===== config.mk =====
export PLATFORM = sky130hd
export DESIGN_NAME = psd_sqrt_cell
export DESIGN_NICKNAME = d
export VERILOG_FILES = /design/src/psd_pkg.sv /design/src/psd_sqrt_cell.sv
export SDC_FILE = /design/constraint.sdc
export NUM_CORES = 1
export LEC_CHECK = 0
export ABC_CLOCK_PERIOD_IN_PS = 4510
export BUFFER_PORTS_ARGS = -buffer_cell sky130_fd_sc_hd__buf_2
export CAP_MARGIN = 5
export CELL_PAD_IN_SITES_DETAIL_PLACEMENT = 1
export CELL_PAD_IN_SITES_GLOBAL_PLACEMENT = 1
export CORE_ASPECT_RATIO = 1.75
export CORE_MARGIN = 2
export CORE_UTILIZATION = 33
export DETAILED_ROUTE_END_ITERATION = 12
export PLACE_DENSITY = 0.78
export SLEW_MARGIN = 20
export SYNTH_ARGS = -nofsm -noshare
export SYNTH_HDL_FRONTEND = slang
export SYNTH_SLANG_ARGS = --single-unit

===== constraint.sdc =====
create_clock -name clock -period 4.51 [get_ports clock]
set_input_delay 0.451 -clock clock [delete_from_list [all_inputs] [get_ports clock]]
set_output_delay 0.451 -clock clock [all_outputs]
set_load 0.03 [all_outputs]

===== src/psd_pkg.sv =====
// ----------------------------------------------------------------------------
// psd_pkg: shared types and constants
// Field widths, result kind codes and the item records that move between
// the cells of the point-to-segment distance pipeline.
// ----------------------------------------------------------------------------
package psd_pkg;

   localparam int COORD_W = 32;            // input coordinate width
   localparam int DIST_W  = 32;            // output distance width
   localparam int SQ_W    = 66;            // sum of three squared differences
   localparam int NUM_W   = 2 * DIST_W;    // quotient / radicand width
   localparam int N2_W    = 132;           // squared cross product norm
   localparam int DIV_STEPS  = NUM_W;      // one quotient bit per cell
   localparam int SQRT_STEPS = DIST_W;     // one root bit per cell

   typedef enum logic [1:0] {
      KIND_PERP  = 2'd0,
      KIND_START = 2'd1,
      KIND_END   = 2'd2,
      KIND_DEGEN = 2'd3
   } kind_type;

   // one item in the divider chain; num shifts out numerator bits and
   // shifts in quotient bits
   typedef struct packed {
      logic [SQ_W-1:0]  rem;
      logic [SQ_W-1:0]  den;
      logic [NUM_W-1:0] num;
      kind_type         kind;
      logic             sat;
   } div_type;

   // one item in the square root chain
   typedef struct packed {
      logic [NUM_W-1:0]  x;
      logic [DIST_W+1:0] rem;
      logic [DIST_W-1:0] root;
      kind_type          kind;
      logic              sat;
   } sqt_type;

   typedef struct packed {
      logic [DIST_W-1:0] distance;
      kind_type          kind;
      logic              sat;
   } rsp_type;

endpackage


===== src/psd_sqrt_cell.sv =====
// ----------------------------------------------------------------------------
// psd_sqrt_cell: one digit-by-digit square root step
// Brings down two radicand bits and decides one root bit.
// ----------------------------------------------------------------------------
module psd_sqrt_cell (
   input  logic             clock,
   input  logic             reset,
   input  logic             en,
   input  logic             valid_in,
   input  psd_pkg::sqt_type item_in,
   output logic             valid_out,
   output psd_pkg::sqt_type item_out
);

   localparam int DW = psd_pkg::DIST_W;
   localparam int NW = psd_pkg::NUM_W;

   logic             valid_ff;
   psd_pkg::sqt_type item_ff, item_in_c;
   logic [DW+3:0]    acc, trial, diff;
   logic             fits;

   // trial subtract of 4*root + 1
   always_comb begin
      acc   = {item_in.rem, item_in.x[NW-1:NW-2]};
      trial = {2'b0, item_in.root, 2'b01};
      diff  = acc - trial;
      fits  = acc >= trial;
      item_in_c      = item_in;
      item_in_c.rem  = fits ? diff[DW+1:0] : acc[DW+1:0];
      item_in_c.root = {item_in.root[DW-2:0], fits};
      item_in_c.x    = {item_in.x[NW-3:0], 2'b00};
   end

   always_ff @(posedge clock) begin
      if (reset) begin
         valid_ff <= 1'b0;
      end else if (en) begin
         valid_ff <= valid_in;
      end
   end

   always_ff @(posedge clock) begin
      if (en) begin
         item_ff <= item_in_c;
      end
   end

   assign valid_out = valid_ff;
   assign item_out  = item_ff;

endmodule


==> run summary <==
Final Non-Filler Cells - 1,030
FF+latch count, synth - 132
Die Wd - 109 um
Largest family of logic cells by synthesized area - compound AO/OA/AOI/OAI gates
Status - finished clean
Clock period minus worst slack - 2960 ps
I/O Buffers - 268
CP Capture Point - item_out[62]$_DFFE_PP_
Cells taking the most area after synthesis - edfxtp_1, ha_1, nand2_1
Drt total wl - 18.7 mm
Final worst path period share - 0.657
Post-CTS Resized - 0
DP Worst Slack - 1090 ps
Share of cells above drive strength 1 - 0.393
Area leader, netlist - edfxtp_1
Via count - 5,006
Area Overhead vs Synth - 34.6%
Pwr/cell area - 440 nW/um^2
Final Hold Violating Endpoints - 0
Hold_buf cts - 0
HP Class - in -> reg
Most common cell after layout, fill and taps aside - buf_2
Post-synth top area share - 0.620
Req. time, crit path - 4670 ps
Initial Util - 0.333
Vias in the first global route - 5,371
Main synth FF type - edfxtp_1
Post-synth EDFFs - 131
Row count - 67
Global-route wire length before repair - 28.7 mm
Antenna violations before repair - 1
Total power - 3.76 mW
Sink Count - 132
RSZ-0062 raised after global routing - false
Worst Min Path Start - reset
Crit path setup slack, layout - 1550 ps
Beginning of the critical path - item_in[3]
Post-CTS Repair Setup Buffers - 0
CP Buf/Inv Count - 2
First drt pass iteration count - 4
Worst slew pin tran - 988 ps
Max IR drop VDD - 0.190 mV
GRT overflow - 0
CP delay by family, top - compound AO/OA/AOI/OAI gates
Fraction of registers with async set/reset - 0
XOR/XNOR share of the synthesized area - 0.0387
Root buffer cell - clkbuf_16
CP endpoint kind - register
CP max FO - 5
Clock Path Buffers - 2
Syn avg cell area - 12.7 sq um
R2r startpoint - valid_out$_SDFFE_PP0P_
Ports - 271
Final Max Slew Viols - 0
Most frequent cells in the layout - buf_2, edfxtp_1, nand2_1
WL/cell - 18.1 um
Hold Path Depth - 2
Gpl congestion - 0.850
Reg-to-Reg End - valid_out$_SDFFE_PP0P_
Max incr delay on CP - 450 ps
Slowest cell on crit path - a22oi_1
Worst-path clk slew - 60 ps
Fill count - 2,121
CTS H-tree depth - 4
Placed cells - 999
Die ar. - 20,400 sq um
Largest net degree at the start of global routing - 100
Warnings, synthesis - 0
Mux cell area share after synthesis - 0.0116
Max-slew headroom - 0.342
Drt via density - 4.86
CTS tree - built
Die Ht - 187 um
WP depth - 11
Simple-Gate Fraction of Synth Area - 0.0866
CTS buffer count - 17
Max-cap violation count - 0
HPWL after DPL - 14.4 mm
Synthesized area - 6340 sq um
Global-route usage over all layers - 0.186
Syn Inst Count - 500
Worst Path Arrival - 3120 ps
Critical path class - in -> reg
Nets@finish - 948
Register area share after synthesis - 0.623
Final setup violating endpoints - 0
Core area - 19,000 sq um
Antenna Nets Post-Route - 0
Compound-Gate Fraction of Synth Area - 0.136
Synth Area in Adders - 0.0671
Drt drc - 0
Final Skew - 0 ps
Worst-Skew Late Latency - 410 ps
Fmax - 338 MHz
R2R setup slack - 3940 ps
Setup TNS - 0 ps
Setup crit start kind - primary input
Worst Reg2Reg Path Length in Cells - 2
Initial DRC Count - 158
Leakage - 3.83 nW
CP cell instances - buf_2 -> inv_1 -> ha_1 -> o21ai_1 -> a22oi_1 -> o2111ai_1 -> o211ai_1 -> o2bb2ai_1 -> mux2i_1 -> o221ai_1 -> mux2_1
Yosys cell types - 58
==> metal layers <==
layer,global-route usage,share of wire,up-vias
li1,-,-,2399
met1,0.186,0.35,2372
met4,0.0769,0.028,0
met2,0.352,0.56,200
met5,0,0,-
met3,0.0481,0.067,35
==> cells by family (layout without fill, tap and decap cells) <==
kind of cell             Yosys count  after routing
AO/OA/AOI/OAI                    129            129
XOR/XNOR                          28             28
adder cells (fa/ha/maj)           34             34
buffers and inverters             56            343
flip-flops                       132            132
multiplexers                       7              7
other                              1              3
AND/OR/NAND/NOR                  113            113
==> worst reg2reg max path: stages, from the launching register on <==
cell	delay, ps
dfxtp_1	300
mux2i_1	120
nor2_1	50
==> power breakdown <==
group / total [mW] / leakage, nW / internal [mW] / switching [mW]
clock: 1.39 / 0.275 / 0.862 / 0.531
combinational: 0.833 / 2.26 / 0.269 / 0.564
sequential: 1.53 / 1.29 / 1.50 / 0.0322
total: 3.76 / 3.83 / 2.63 / 1.13
==> cells in the mapped netlist, drive strengths merged, types with 2 or more instances <==
master  number
o31a         2
ha          34
buf          9
o41ai        3
a311oi       2
a221oi       2
xor2        16
a21boi       3
a21o        22
mux2i        4
a21oi       26
inv         42
edfxtp     131
nor2        15
xnor2       12
a31oi        5
o21ai       44
nand2       48
o211ai       3
nor2b        2
o221ai       2
nand4        7
clkbuf       5
and3         9
o21a         2
o31ai        3
nor3         8
mux2         3
and2         6
nand2b       6
a31o         2
nand3        4
==> how the worst min path moves through the flow <==
stage	to	slack [ps]
3_5_place_dp	valid_out$_SDFFE_PP0P_	490
4_1_cts	valid_out$_SDFFE_PP0P_	170
5_1_grt	valid_out$_SDFFE_PP0P_	180
6_report	valid_out$_SDFFE_PP0P_	200
2_1_floorplan	valid_out$_SDFFE_PP0P_	520
3_3_place_gp	valid_out$_SDFFE_PP0P_	470
==> per-stage QoR <==
step                      instance area [sq um]   util  hold slack, ps
after global placement                     7950  0.418             471
after detailed placement                   7950  0.418             486
final                                      8540  0.449             196
after CTS                                  8530  0.448             174
after global routing                       8540  0.449             180
after floorplan                            6350      -             523
==> state kept, by name, indices dropped and copies added, names as in the netlist <==
name and count:
valid_out 1, item_out 131
==> area by class of cell <==
type | instances | area (sq um) | share of cell area
flip-flops and latches | 132 | 3950 | 0.463
multi-input cells | 313 | 2170 | 0.254
repair buffers | 271 | 1370 | 0.160
clock buffers | 17 | 425 | 0.0498
well taps | 241 | 302 | 0.0353
clock inverters | 13 | 160 | 0.0188
inverters | 42 | 158 | 0.0185
diodes | 1 | 2.50 | 0.000293
(Power assumes the default switching activity.)
