$ cat src/psd_pkg.sv
// ----------------------------------------------------------------------------
// psd_pkg: shared types and constants
// Field widths, result kind codes and the item records that move between
// the cells of the point-to-segment distance pipeline.
// ----------------------------------------------------------------------------
package psd_pkg;

   localparam int COORD_W = 32;            // input coordinate width
   localparam int DIST_W  = 32;            // output distance width
   localparam int SQ_W    = 66;            // sum of three squared differences
   localparam int NUM_W   = 2 * DIST_W;    // quotient / radicand width
   localparam int N2_W    = 132;           // squared cross product norm
   localparam int DIV_STEPS  = NUM_W;      // one quotient bit per cell
   localparam int SQRT_STEPS = DIST_W;     // one root bit per cell

   typedef enum logic [1:0] {
      KIND_PERP  = 2'd0,
      KIND_START = 2'd1,
      KIND_END   = 2'd2,
      KIND_DEGEN = 2'd3
   } kind_type;

   // one item in the divider chain; num shifts out numerator bits and
   // shifts in quotient bits
   typedef struct packed {
      logic [SQ_W-1:0]  rem;
      logic [SQ_W-1:0]  den;
      logic [NUM_W-1:0] num;
      kind_type         kind;
      logic             sat;
   } div_type;

   // one item in the square root chain
   typedef struct packed {
      logic [NUM_W-1:0]  x;
      logic [DIST_W+1:0] rem;
      logic [DIST_W-1:0] root;
      kind_type          kind;
      logic              sat;
   } sqt_type;

   typedef struct packed {
      logic [DIST_W-1:0] distance;
      kind_type          kind;
      logic              sat;
   } rsp_type;

endpackage

$ cat src/psd_div_cell.sv
// ----------------------------------------------------------------------------
// psd_div_cell: one restoring division step
// Shifts one numerator bit into the partial remainder, subtracts the
// divisor when it fits and shifts the quotient bit into the item.
// ----------------------------------------------------------------------------
module psd_div_cell (
   input  logic             clock,
   input  logic             reset,
   input  logic             en,
   input  logic             valid_in,
   input  psd_pkg::div_type item_in,
   output logic             valid_out,
   output psd_pkg::div_type item_out
);

   localparam int SW = psd_pkg::SQ_W;
   localparam int NW = psd_pkg::NUM_W;

   logic             valid_ff;
   psd_pkg::div_type item_ff, item_in_c;
   logic [SW:0]      trial, diff;
   logic             fits;

   // compare and subtract
   always_comb begin
      trial = {item_in.rem, item_in.num[NW-1]};
      diff  = trial - {1'b0, item_in.den};
      fits  = trial >= {1'b0, item_in.den};
      item_in_c      = item_in;
      item_in_c.rem  = fits ? diff[SW-1:0] : trial[SW-1:0];
      item_in_c.num  = {item_in.num[NW-2:0], fits};
   end

   always_ff @(posedge clock) begin
      if (reset) begin
         valid_ff <= 1'b0;
      end else if (en) begin
         valid_ff <= valid_in;
      end
   end

   always_ff @(posedge clock) begin
      if (en) begin
         item_ff <= item_in_c;
      end
   end

   assign valid_out = valid_ff;
   assign item_out  = item_ff;

endmodule

$ cat config.mk
export PLATFORM = sky130hd
export DESIGN_NAME = psd_div_cell
export DESIGN_NICKNAME = d
export VERILOG_FILES = /design/src/psd_pkg.sv /design/src/psd_div_cell.sv
export SDC_FILE = /design/constraint.sdc
export NUM_CORES = 1
export LEC_CHECK = 0
export CAP_MARGIN = 10
export CORE_MARGIN = 3
export CORE_UTILIZATION = 45
export CTS_CLUSTER_DIAMETER = 40
export DETAILED_ROUTE_END_ITERATION = 12
export DONT_BUFFER_PORTS = 1
export PLACE_DENSITY_LB_ADDON = 0.15
export SLEW_MARGIN = 20
export SYNTH_ARGS = -nofsm -noshare
export SYNTH_HDL_FRONTEND = slang
export SYNTH_SLANG_ARGS = --single-unit
$ cat constraint.sdc
create_clock -name clock -period 10.8 [get_ports clock]
set_clock_uncertainty 0.15 [all_clocks]
set_input_delay 1.62 -clock clock [delete_from_list [all_inputs] [get_ports clock]]
set_output_delay 1.62 -clock clock [all_outputs]
set_load 0.01 [all_outputs]
==> impl_metrics.csv, run 1 <==
group,metric,value,unit
run_status,status,"complete, no violations",
setup_path,crit_type,"primary input to register",
cts,cts_tree,"yes",
synth,ys_seq_area_frac,0.543,
cts,clkSlewWorstSetupHoldPaths,0.08,ns
setup_path,cp_slowest_cell,"buf_4",
detailed_routing,avgViaCountPerCell,5.70,
setup_path,crit_path_max_fanout,75,
detailed_routing,drtAntennaViolNets,0,
detailed_routing,drt-total-wl,30.3,mm
synth,yosysUniqueCellTypes,65,
sta,hold_viol_final,0,
cts,cts_setup_buffers,0,
setup_path,max_stage_delay,0.57,ns
worst_hold_path,hp-start,"valid_out$_SDFFE_PP0P_",
detailed_routing,drc,0,
setup_path,crit_family,"compound AO/OA/AOI/OAI gates",
cts,clock-sinks,200,
synth,synth-seq-cells,200,
global_route,antenna_found_initial,0,
finish,antenna_cells,0,
finish,syn2layout_area_growth,7.92,%
setup_path,cp_data_required_time,10.84,ns
synth,syn_inst,1041,
global_route,grtUsageMet3,0.0905,
detailed_routing,drt-initial-drc-count,581,
die,die_w,163,um
die,die_area,26500,sq um
cts,cts_root_buffer,"clkbuf_16",
synth,yosys.area.top_type,"edfxtp_1",
sta,min_period,4.97,ns
cts,cts_buffer_depth,2,
setup_path,crit_start,"item_in[73]",
sta,fin_crit_sh,0.460,
setup_path,worst-path-buf-inv,2,
setup_path,crit_chain,"inv_1 > ha_1 > a21oi_1 > o21ai_0 > a31oi_1 > o311ai_1 > a22oi_1 > o211ai_1 > o31ai_4 > buf_4 > mux2_1",
synth,synth_edf_count,199,
detailed_routing,dr.pass1.iters,5,
detailed_routing,num_vias,7728,
global_route,grtUsageMet2,0.373,
finish,layout_commonest_cell,"edfxtp_1",
synth,syn_area,11000,sq um
global_route,track_usage,0.221,
cts,cts-hold-fix-buffers,0,
sta,slew_viol_final,0,
synth,synth-async-reset-ratio,0,
finish,final_net_count,1295,
die,die_y,163,um
synth,ys.flop_type,"edfxtp_1",
global_route,globalRoute.busiestLayer,"met2",
flow_run,drv_cap,0,
worst_hold_path,hold_path.class,"register to register",
die,start_util,0.463,
sta,finalSetupViolCount,0,
place,gp_congestion,0.858,
place,port_buffers,0,
die,ios,403,
setup_path,r2r_start,"valid_out$_SDFFE_PP0P_",
place,hpwlAfterDp,23.7,mm
die,num_rows,56,
synth,yosys_warnings,0,
power,peakVddDrop,140,uV
finish,final_cell_mix,"edfxtp_1, nand2_1, o21ai_0",
power,p_per_area,170,nW/um^2
global_route,use_met1,0.263,
cts,htreeDepth,4,
sta,maxSlewHeadroom,0.360,
synth,synthTopCellsByArea,"edfxtp_1, ha_1, o21ai_0",
global_route,grt_overflow,0,
synth,synth_nets,1311,
cts,numCtsBuffers,17,
global_route,grt_pass1_vias,7611,
finish,design_area,11900,sq um
sta,fmax,201,MHz
global_route,grt_pass1_wl,44.6,mm
place,place_area,11300,sq um
synth,yosysTopAreaCellShare,0.541,
power,leakagePower,4.59,nW
sta,grt_setup_unrepaired,"false",
global_route,grt_max_degree,201,
detailed_routing,routedWlPerCell,22.3,um
synth,postSynthAreaPerCell,10.6,sq um
finish,drive_above_1_share,0.0482,
sta,worst_pin_slew,0.935,ns
cts,cts-resized-gates,0,
setup_path,cp-start-kind,"primary input",
setup_path,end_kind,"register",
setup_path,worst_ep_arrival_time,5.01,ns
sta,fin_setup_tns,0,ns
cts,clk-insertion-delay-late,0.44,ns
die,core,23800,sq um
registers in the layout, indices dropped and copies added, names as in the netlist:
register	count
valid_out	1
item_out	199
tightest hold or removal path: stages, from the launching register on:
cell and delay [ns]:
dfxtp_1 0.35, mux2i_1 0.13, nor2_1 0.05
Yosys cell counts (6+ instances only):
library cell and number:
edfxtp_1 199, nand2_1 133, o21ai_0 106, a21oi_1 85, inv_1 82, ha_1 66, nor2_1 60, clkbuf_1 33
xor2_1 29, a21o_1 27, xnor2_1 27, nand4_1 22, nand3_1 19, o21bai_1 16, o31ai_1 12, and3_1 11
a31oi_1 10, o21a_1 7, nor3_1 6, nor4_1 6, o211ai_1 6
cell type report:
cell class / count / area [sq um]
fillers: 2175 / 11900
flip-flops and latches: 200 / 6000
multi-input cells: 722 / 4590
clock buffers: 17 / 425
well taps: 319 / 399
inverters: 82 / 308
clock inverters: 14 / 178
repair buffers: 2 / 15.0
logic make-up (layout without fill, tap and decap cells):
| kind of cell | count (synthesis) | after routing | synth area share |
|---|---|---|---|
| compound gates | 307 | 307 | 0.170 |
| simple gates | 287 | 287 | 0.119 |
| flops | 200 | 200 | 0.543 |
| buf+inv | 119 | 115 | 0.0420 |
| fa+ha+maj | 67 | 67 | 0.0766 |
| xor+xnor | 56 | 56 | 0.0444 |
| mux | 5 | 5 | 0.00487 |
power by group:
group          switching (mW)  internal, mW  leakage (nW)
Clock                   0.324         0.334         0.292
Combinational           0.201         0.123          2.35
Sequential             0.0840         0.962          1.95
metrics by stage:
step / util / hold WS [ns] / power, mW / cells / worst slack, ns
4_1_cts: 0.500 / 0.417 / 2.05 / 1356 / 5.81
3_3_place_gp: 0.475 / 0.396 / 1.39 / 1325 / 5.49
5_1_grt: 0.500 / 0.427 / 2.13 / 1356 / 5.47
2_1_floorplan: - / 0.378 / 1.29 / 1041 / 6.06
3_5_place_dp: 0.475 / 0.406 / 1.39 / 1325 / 5.37
6_report: 0.500 / 0.414 / 2.03 / 1356 / 5.83
metal layers:
layer	part of all wire	up-vias
li1	-	3788
met1	0.39	3580
met2	0.49	333
met3	0.10	27
met4	0.015	0
met5	0	-
path summary, 6_finish.rpt:
check / end / slack [ns] / depth (start not counted)
worst max-delay path: item_out[134]$_DFFE_PP_ / 5.83 / 11
worst min-delay path: valid_out$_SDFFE_PP0P_ / 0.41 / 2
worst max register to register: valid_out$_SDFFE_PP0P_ / 10.02 / 2
worst min register to register: valid_out$_SDFFE_PP0P_ / 0.41 / 2
Power figures use the tool's default switching activity.
==> run 2: changes to the inputs <==
- clock period: 10.8 -> 4.3 ns (I/O delays scaled with it)
==> run 2 against run 1 <==
Die area stayed put. Sequential share of layout area shrank 0.58 points. Critical path depth increased by 2. Critical path type unchanged. Worst setup slack got worse by 5.2 ns. Combinational power grew to 2.6 times the previous value. Cell count up 1.1%. Count of clock-buffer cells in the layout unchanged.
==> impl_metrics.csv, run 2 (synthesized netlist as in run 1, its figures left out) <==
group,metric,value,unit
power,leakagePower,4.67,nW
sta,grt_setup_unrepaired,"false",
setup_path,end_kind,"register",
finish,syn2layout_area_growth,9.18,%
cts,cts_tree,"yes",
cts,clock-sinks,200,
cts,cts_buffer_depth,2,
sta,fin_ws,0.596,ns
detailed_routing,drc,0,
die,start_util,0.463,
setup_path,reg2reg_depth,2,
finish,fill_cells,2186,
sta,finalSetupViolCount,0,
die,num_rows,56,
global_route,grt_max_degree,201,
sta,slew_viol_final,0,
global_route,grt_pass1_vias,7711,
place,port_buffers,0,
detailed_routing,drt-initial-drc-count,539,
global_route,grt_overflow,0,
finish,layout_commonest_cell,"edfxtp_1",
power,peakVddDrop,178,uV
cts,cts_root_buffer,"clkbuf_16",
finish,largest_register_ff_count,199,
global_route,grt_pass1_wl,45.7,mm
setup_path,r2r_slack,3.52,ns
sta,fin_crit_sh,0.861,
finish,multi_input_area,4590,sq um
place,place_worst_setup_slack,0.159,ns
place,gp_congestion,0.883,
cts,cts-resized-gates,0,
die,die_w,163,um
cts,cts-hold-fix-buffers,0,
worst_hold_path,hp-start,"reset",
global_route,track_usage,0.226,
setup_path,cp-start-kind,"primary input",
setup_path,timing.rr.end,"valid_out$_SDFFE_PP0P_",
cts,htreeDepth,4,
detailed_routing,avgViaCountPerCell,5.81,
setup_path,cp_data_required_time,4.41,ns
detailed_routing,dr.pass1.iters,7,
sta,min_period,3.70,ns
cts,cts_setup_buffers,0,
finish,final_cell_mix,"edfxtp_1, nand2_1, o21ai_0",
power,p_per_area,425,nW/um^2
detailed_routing,drtAntennaViolNets,0,
die,ios,403,
sta,maxSlewHeadroom,0.423,
sta,fin_setup_tns,0,ns
detailed_routing,num_vias,7964,
worst_hold_path,hold_path.class,"primary input to register",
worst_hold_path,hold_depth,1,
finish,final_net_count,1309,
setup_path,crit_start,"item_in[66]",
run_status,status,"complete, no violations",
die,core,23800,sq um
finish,final-seq-area,6000,sq um
detailed_routing,drt-total-wl,31.2,mm
die,die_y,163,um
finish,drive_above_1_share,0.0608,
finish,antenna_cells,0,
sta,worst_pin_slew,0.860,ns
cts,clkSlewWorstSetupHoldPaths,0.09,ns
place,hpwlAfterDp,24.3,mm
detailed_routing,routedWlPerCell,22.7,um
flow_run,drv_cap,0,
die,die_area,26500,sq um
cts,clk-insertion-delay-late,0.44,ns
setup_path,worst_ep_arrival_time,3.81,ns
setup_path,crit_path_max_fanout,4,
global_route,antenna_found_initial,0,
sta,hold_viol_final,0,
sta,fmax,270,MHz
setup_path,r2r_start,"valid_out$_SDFFE_PP0P_",
setup_path,crit_type,"primary input to register",
cts,numCtsBuffers,17,
worst_hold_path,hold_end,"valid_out$_SDFFE_PP0P_",
[run 2: cell types whose count changed in the layout (fill, tap and decap cells not counted), sizes merged]
cell      previous run  this run
inv                 89        91
buf                  2        16
clkinv               5         6
bufinv               1         0
clkinvlp             1         0
[run 2: metrics by stage]
stage	instance area [sq um]	utilization	total power, mW	hold slack, ns	std cells
6_report	12100	0.506	5.13	0.109	1371
5_1_grt	12100	0.506	5.37	0.0953	1371
4_1_cts	12100	0.506	5.17	0.0904	1371
3_5_place_dp	11500	0.481	3.52	0.408	1339
3_3_place_gp	11500	0.481	3.52	0.397	1339
2_1_floorplan	11000	-	3.25	0.378	1041
[run 2: metal layers]
metal | global-route usage | vias up | part of all wire
met4 | 0.0577 | 0 | 0.019
met1 | 0.263 | 3775 | 0.39
met3 | 0.0921 | 25 | 0.10
met5 | 0 | - | 0
met2 | 0.389 | 339 | 0.49
li1 | - | 3825 | -
[run 2: final cells by class]
class | count | area share
Tap cell | 319 | 0.0331
Clock inverter | 15 | 0.0144
Inverter | 82 | 0.0255
Multi-Input combinational cell | 722 | 0.381
Timing Repair Buffer | 16 | 0.0131
Clock buffer | 17 | 0.0353
Sequential cell | 200 | 0.497
[run 2: worst max path at each step]
stage | slack (ns) | to
6_report | 0.60 | item_out[191]$_DFFE_PP_
5_1_grt | 0.52 | item_out[195]$_DFFE_PP_
4_1_cts | 0.60 | item_out[191]$_DFFE_PP_
3_5_place_dp | 0.16 | item_out[191]$_DFFE_PP_
3_3_place_gp | 0.18 | item_out[191]$_DFFE_PP_
2_1_floorplan | 0.53 | item_out[189]$_DFFE_PP_
[run 2: power breakdown]
part / switching [mW] / internal, mW
logic: 0.515 / 0.335
clock network: 0.855 / 0.792
registers: 0.213 / 2.42
[run 2: worst max-delay path: stages]
cell and delay (ns):
inv_1 0.04, ha_1 0.17, inv_1 0.06, fa_1 0.40, a21o_1 0.21, a221o_1 0.38
a21oi_1 0.26, a211oi_1 0.23, o211ai_1 0.43, nand2_1 0.19, a41o_1 0.35, o21a_1 0.18
o31ai_1 0.26
==> run 3: changes to the inputs <==
==> constraint.sdc (replaced) <==
create_clock -name clock -period 4.36 [get_ports clock]
set_clock_uncertainty 0.15 [all_clocks]
set_input_delay 0.872 -clock clock [delete_from_list [all_inputs] [get_ports clock]]
set_output_delay 0.872 -clock clock [all_outputs]
set_load 0.01 [all_outputs]
==> run 3 against run 2 <==
Register-to-register slack better by 0.06 ns. Final area is 1.1% higher. Count of clock-buffer cells in the layout is the same. First-iteration DRC count decreased by 10%. Non-clock buffer count grew 16. Via count decreased by 0.97%. Flip-flop and latch count unchanged. Largest power group unchanged. Utilization grew 0.55 points. Combinational power increased by 2%. Sequential power down 2%. Worst setup slack gained 0.056 ns.
==> impl_metrics.csv, run 3 (synthesized netlist as in run 1, its figures left out) <==
group,metric,value,unit
global_route,grt_pass1_vias,7734,
worst_hold_path,hp-start,"reset",
detailed_routing,drt-total-wl,31.2,mm
global_route,grt_max_degree,201,
setup_path,worst-path-buf-inv,3,
cts,cts_setup_buffers,0,
setup_path,crit_path_max_fanout,4,
flow_run,drv_cap,0,
die,die_area,26500,sq um
power,p_per_area,415,nW/um^2
die,die_w,163,um
sta,worst_pin_slew,0.697,ns
die,ios,403,
detailed_routing,num_vias,7887,
setup_path,cp_data_required_time,4.50,ns
detailed_routing,routedWlPerCell,22.5,um
power,share_seq_of_total_power,0.512,
place,place_area,11600,sq um
sta,min_period,3.71,ns
setup_path,reg2reg_depth,2,
power,net-switching-power,1.55,mW
cts,cts_root_buffer,"clkbuf_16",
sta,hold_viol_final,0,
sta,finalSetupViolCount,0,
finish,final_net_count,1325,
place,hpwlAfterDp,24.7,mm
finish,antenna_cells,0,
finish,largest_register_ff_count,199,
setup_path,crit_family,"compound AO/OA/AOI/OAI gates",
finish,fill_cells,2142,
setup_path,cp_slowest_cell,"fa_1",
finish,layout_commonest_cell,"edfxtp_1",
setup_path,crit_type,"primary input to register",
detailed_routing,drt-initial-drc-count,483,
power,peakVddDrop,247,uV
sta,maxSlewHeadroom,0.533,
cts,cts_buffer_depth,2,
cts,clkSlewWorstSetupHoldPaths,0.08,ns
finish,design_area,12200,sq um
sta,fmax,270,MHz
detailed_routing,avgViaCountPerCell,5.69,
power,power.share.clock,0.317,
setup_path,cp-start-kind,"primary input",
worst_hold_path,hold_path.class,"primary input to register",
sta,fin_crit_sh,0.851,
setup_path,max_stage_delay,0.40,ns
power,comb_power_share,0.171,
die,core,23800,sq um
finish,drive_above_1_share,0.0750,
cts,cts-resized-gates,0,
place,gp_congestion,0.895,
place,port_buffers,0,
setup_path,cp_common_cell,"inv_1",
sta,slew_viol_final,0,
cts,cts_tree,"yes",
power,leakagePower,4.75,nW
cts,clk-insertion-delay-late,0.44,ns
die,num_rows,56,
power,power.switching_fraction,0.306,
finish,syn2layout_area_growth,10.4,%
setup_path,cp_num_cells,14,
global_route,grt_pass1_wl,46.2,mm
worst_hold_path,hold_depth,1,
power,internal_power,3.51,mW
finish,final_cell_mix,"edfxtp_1, nand2_1, o21ai_0",
setup_path,end_kind,"register",
run_status,status,"complete, no violations",
global_route,grt_overflow,0,
sta,grt_setup_unrepaired,"false",
detailed_routing,drtAntennaViolNets,0,
detailed_routing,dr.pass1.iters,4,
setup_path,worst_ep_arrival_time,3.85,ns
cts,cts-hold-fix-buffers,0,
die,die_y,163,um
setup_path,crit_start,"item_in[66]",
cts,numCtsBuffers,17,
global_route,antenna_found_initial,0,
setup_path,r2r_start,"valid_out$_SDFFE_PP0P_",
setup_path,crit_chain,"inv_1 > ha_1 > inv_1 > fa_1 > a21o_1 > a221o_1 > a211oi_2 > o211ai_1 > a21oi_2 > o221ai_1 > buf_4 > a211oi_1 > o311ai_0 > a31oi_1",
detailed_routing,drc,0,
sta,fin_setup_tns,0,ns
cts,htreeDepth,4,
die,start_util,0.463,
global_route,track_usage,0.228,
cts,clock-sinks,200,
==> run 3: power by group through the flow <==
stage,Combinational [mW],Sequential (mW),Clock (mW)
after global routing,0.978,2.61,1.71
after global placement,0.858,2.64,0
after detailed placement,0.860,2.64,0
after floorplan,0.625,2.58,0
after CTS,0.866,2.60,1.64
final,0.865,2.59,1.60
==> run 3: routing by layer <==
metal,up-vias,wire (um),GRT usage
li1,3855,-,-
met1,3686,12100,0.270
met2,310,15300,0.384
met3,36,3140,0.0951
met4,0,716,0.0650
met5,-,0,0
==> run 3: path summary, 6_finish.rpt <==
check	slack, ns	end
worst min register to register	0.42	valid_out$_SDFFE_PP0P_
worst max-delay path	0.65	item_out[193]$_DFFE_PP_
worst min-delay path	0.34	valid_out$_SDFFE_PP0P_
worst max register to register	3.58	valid_out$_SDFFE_PP0P_
==> run 3: layout make-up <==
class,count,area (sq um),share of cell area
clock buffer,17,425,0.0349
clock inverter,14,173,0.0142
inverter,82,308,0.0253
multi-input combinational,722,4590,0.377
sequential,200,6000,0.492
tap,319,399,0.0328
timing repair buffer,32,290,0.0238
==> run 3: worst reg2reg max path: cells and delay by family (launching register included) <==
kind             cells  cell delay [ns]
AND/OR/NAND/NOR      1             0.05
multiplexers         1             0.13
flip-flops           1             0.35
==> run 3: stage by stage <==
stage,setup WS (ns),power [mW],std cells,util,hold WS (ns)
after floorplan,0.364,3.20,1041,-,0.378
after global placement,0.280,3.50,1355,0.486,0.398
after detailed placement,0.182,3.50,1355,0.486,0.410
after CTS,0.624,5.11,1386,0.512,0.323
after global routing,0.422,5.30,1386,0.512,0.321
final,0.652,5.06,1386,0.512,0.342
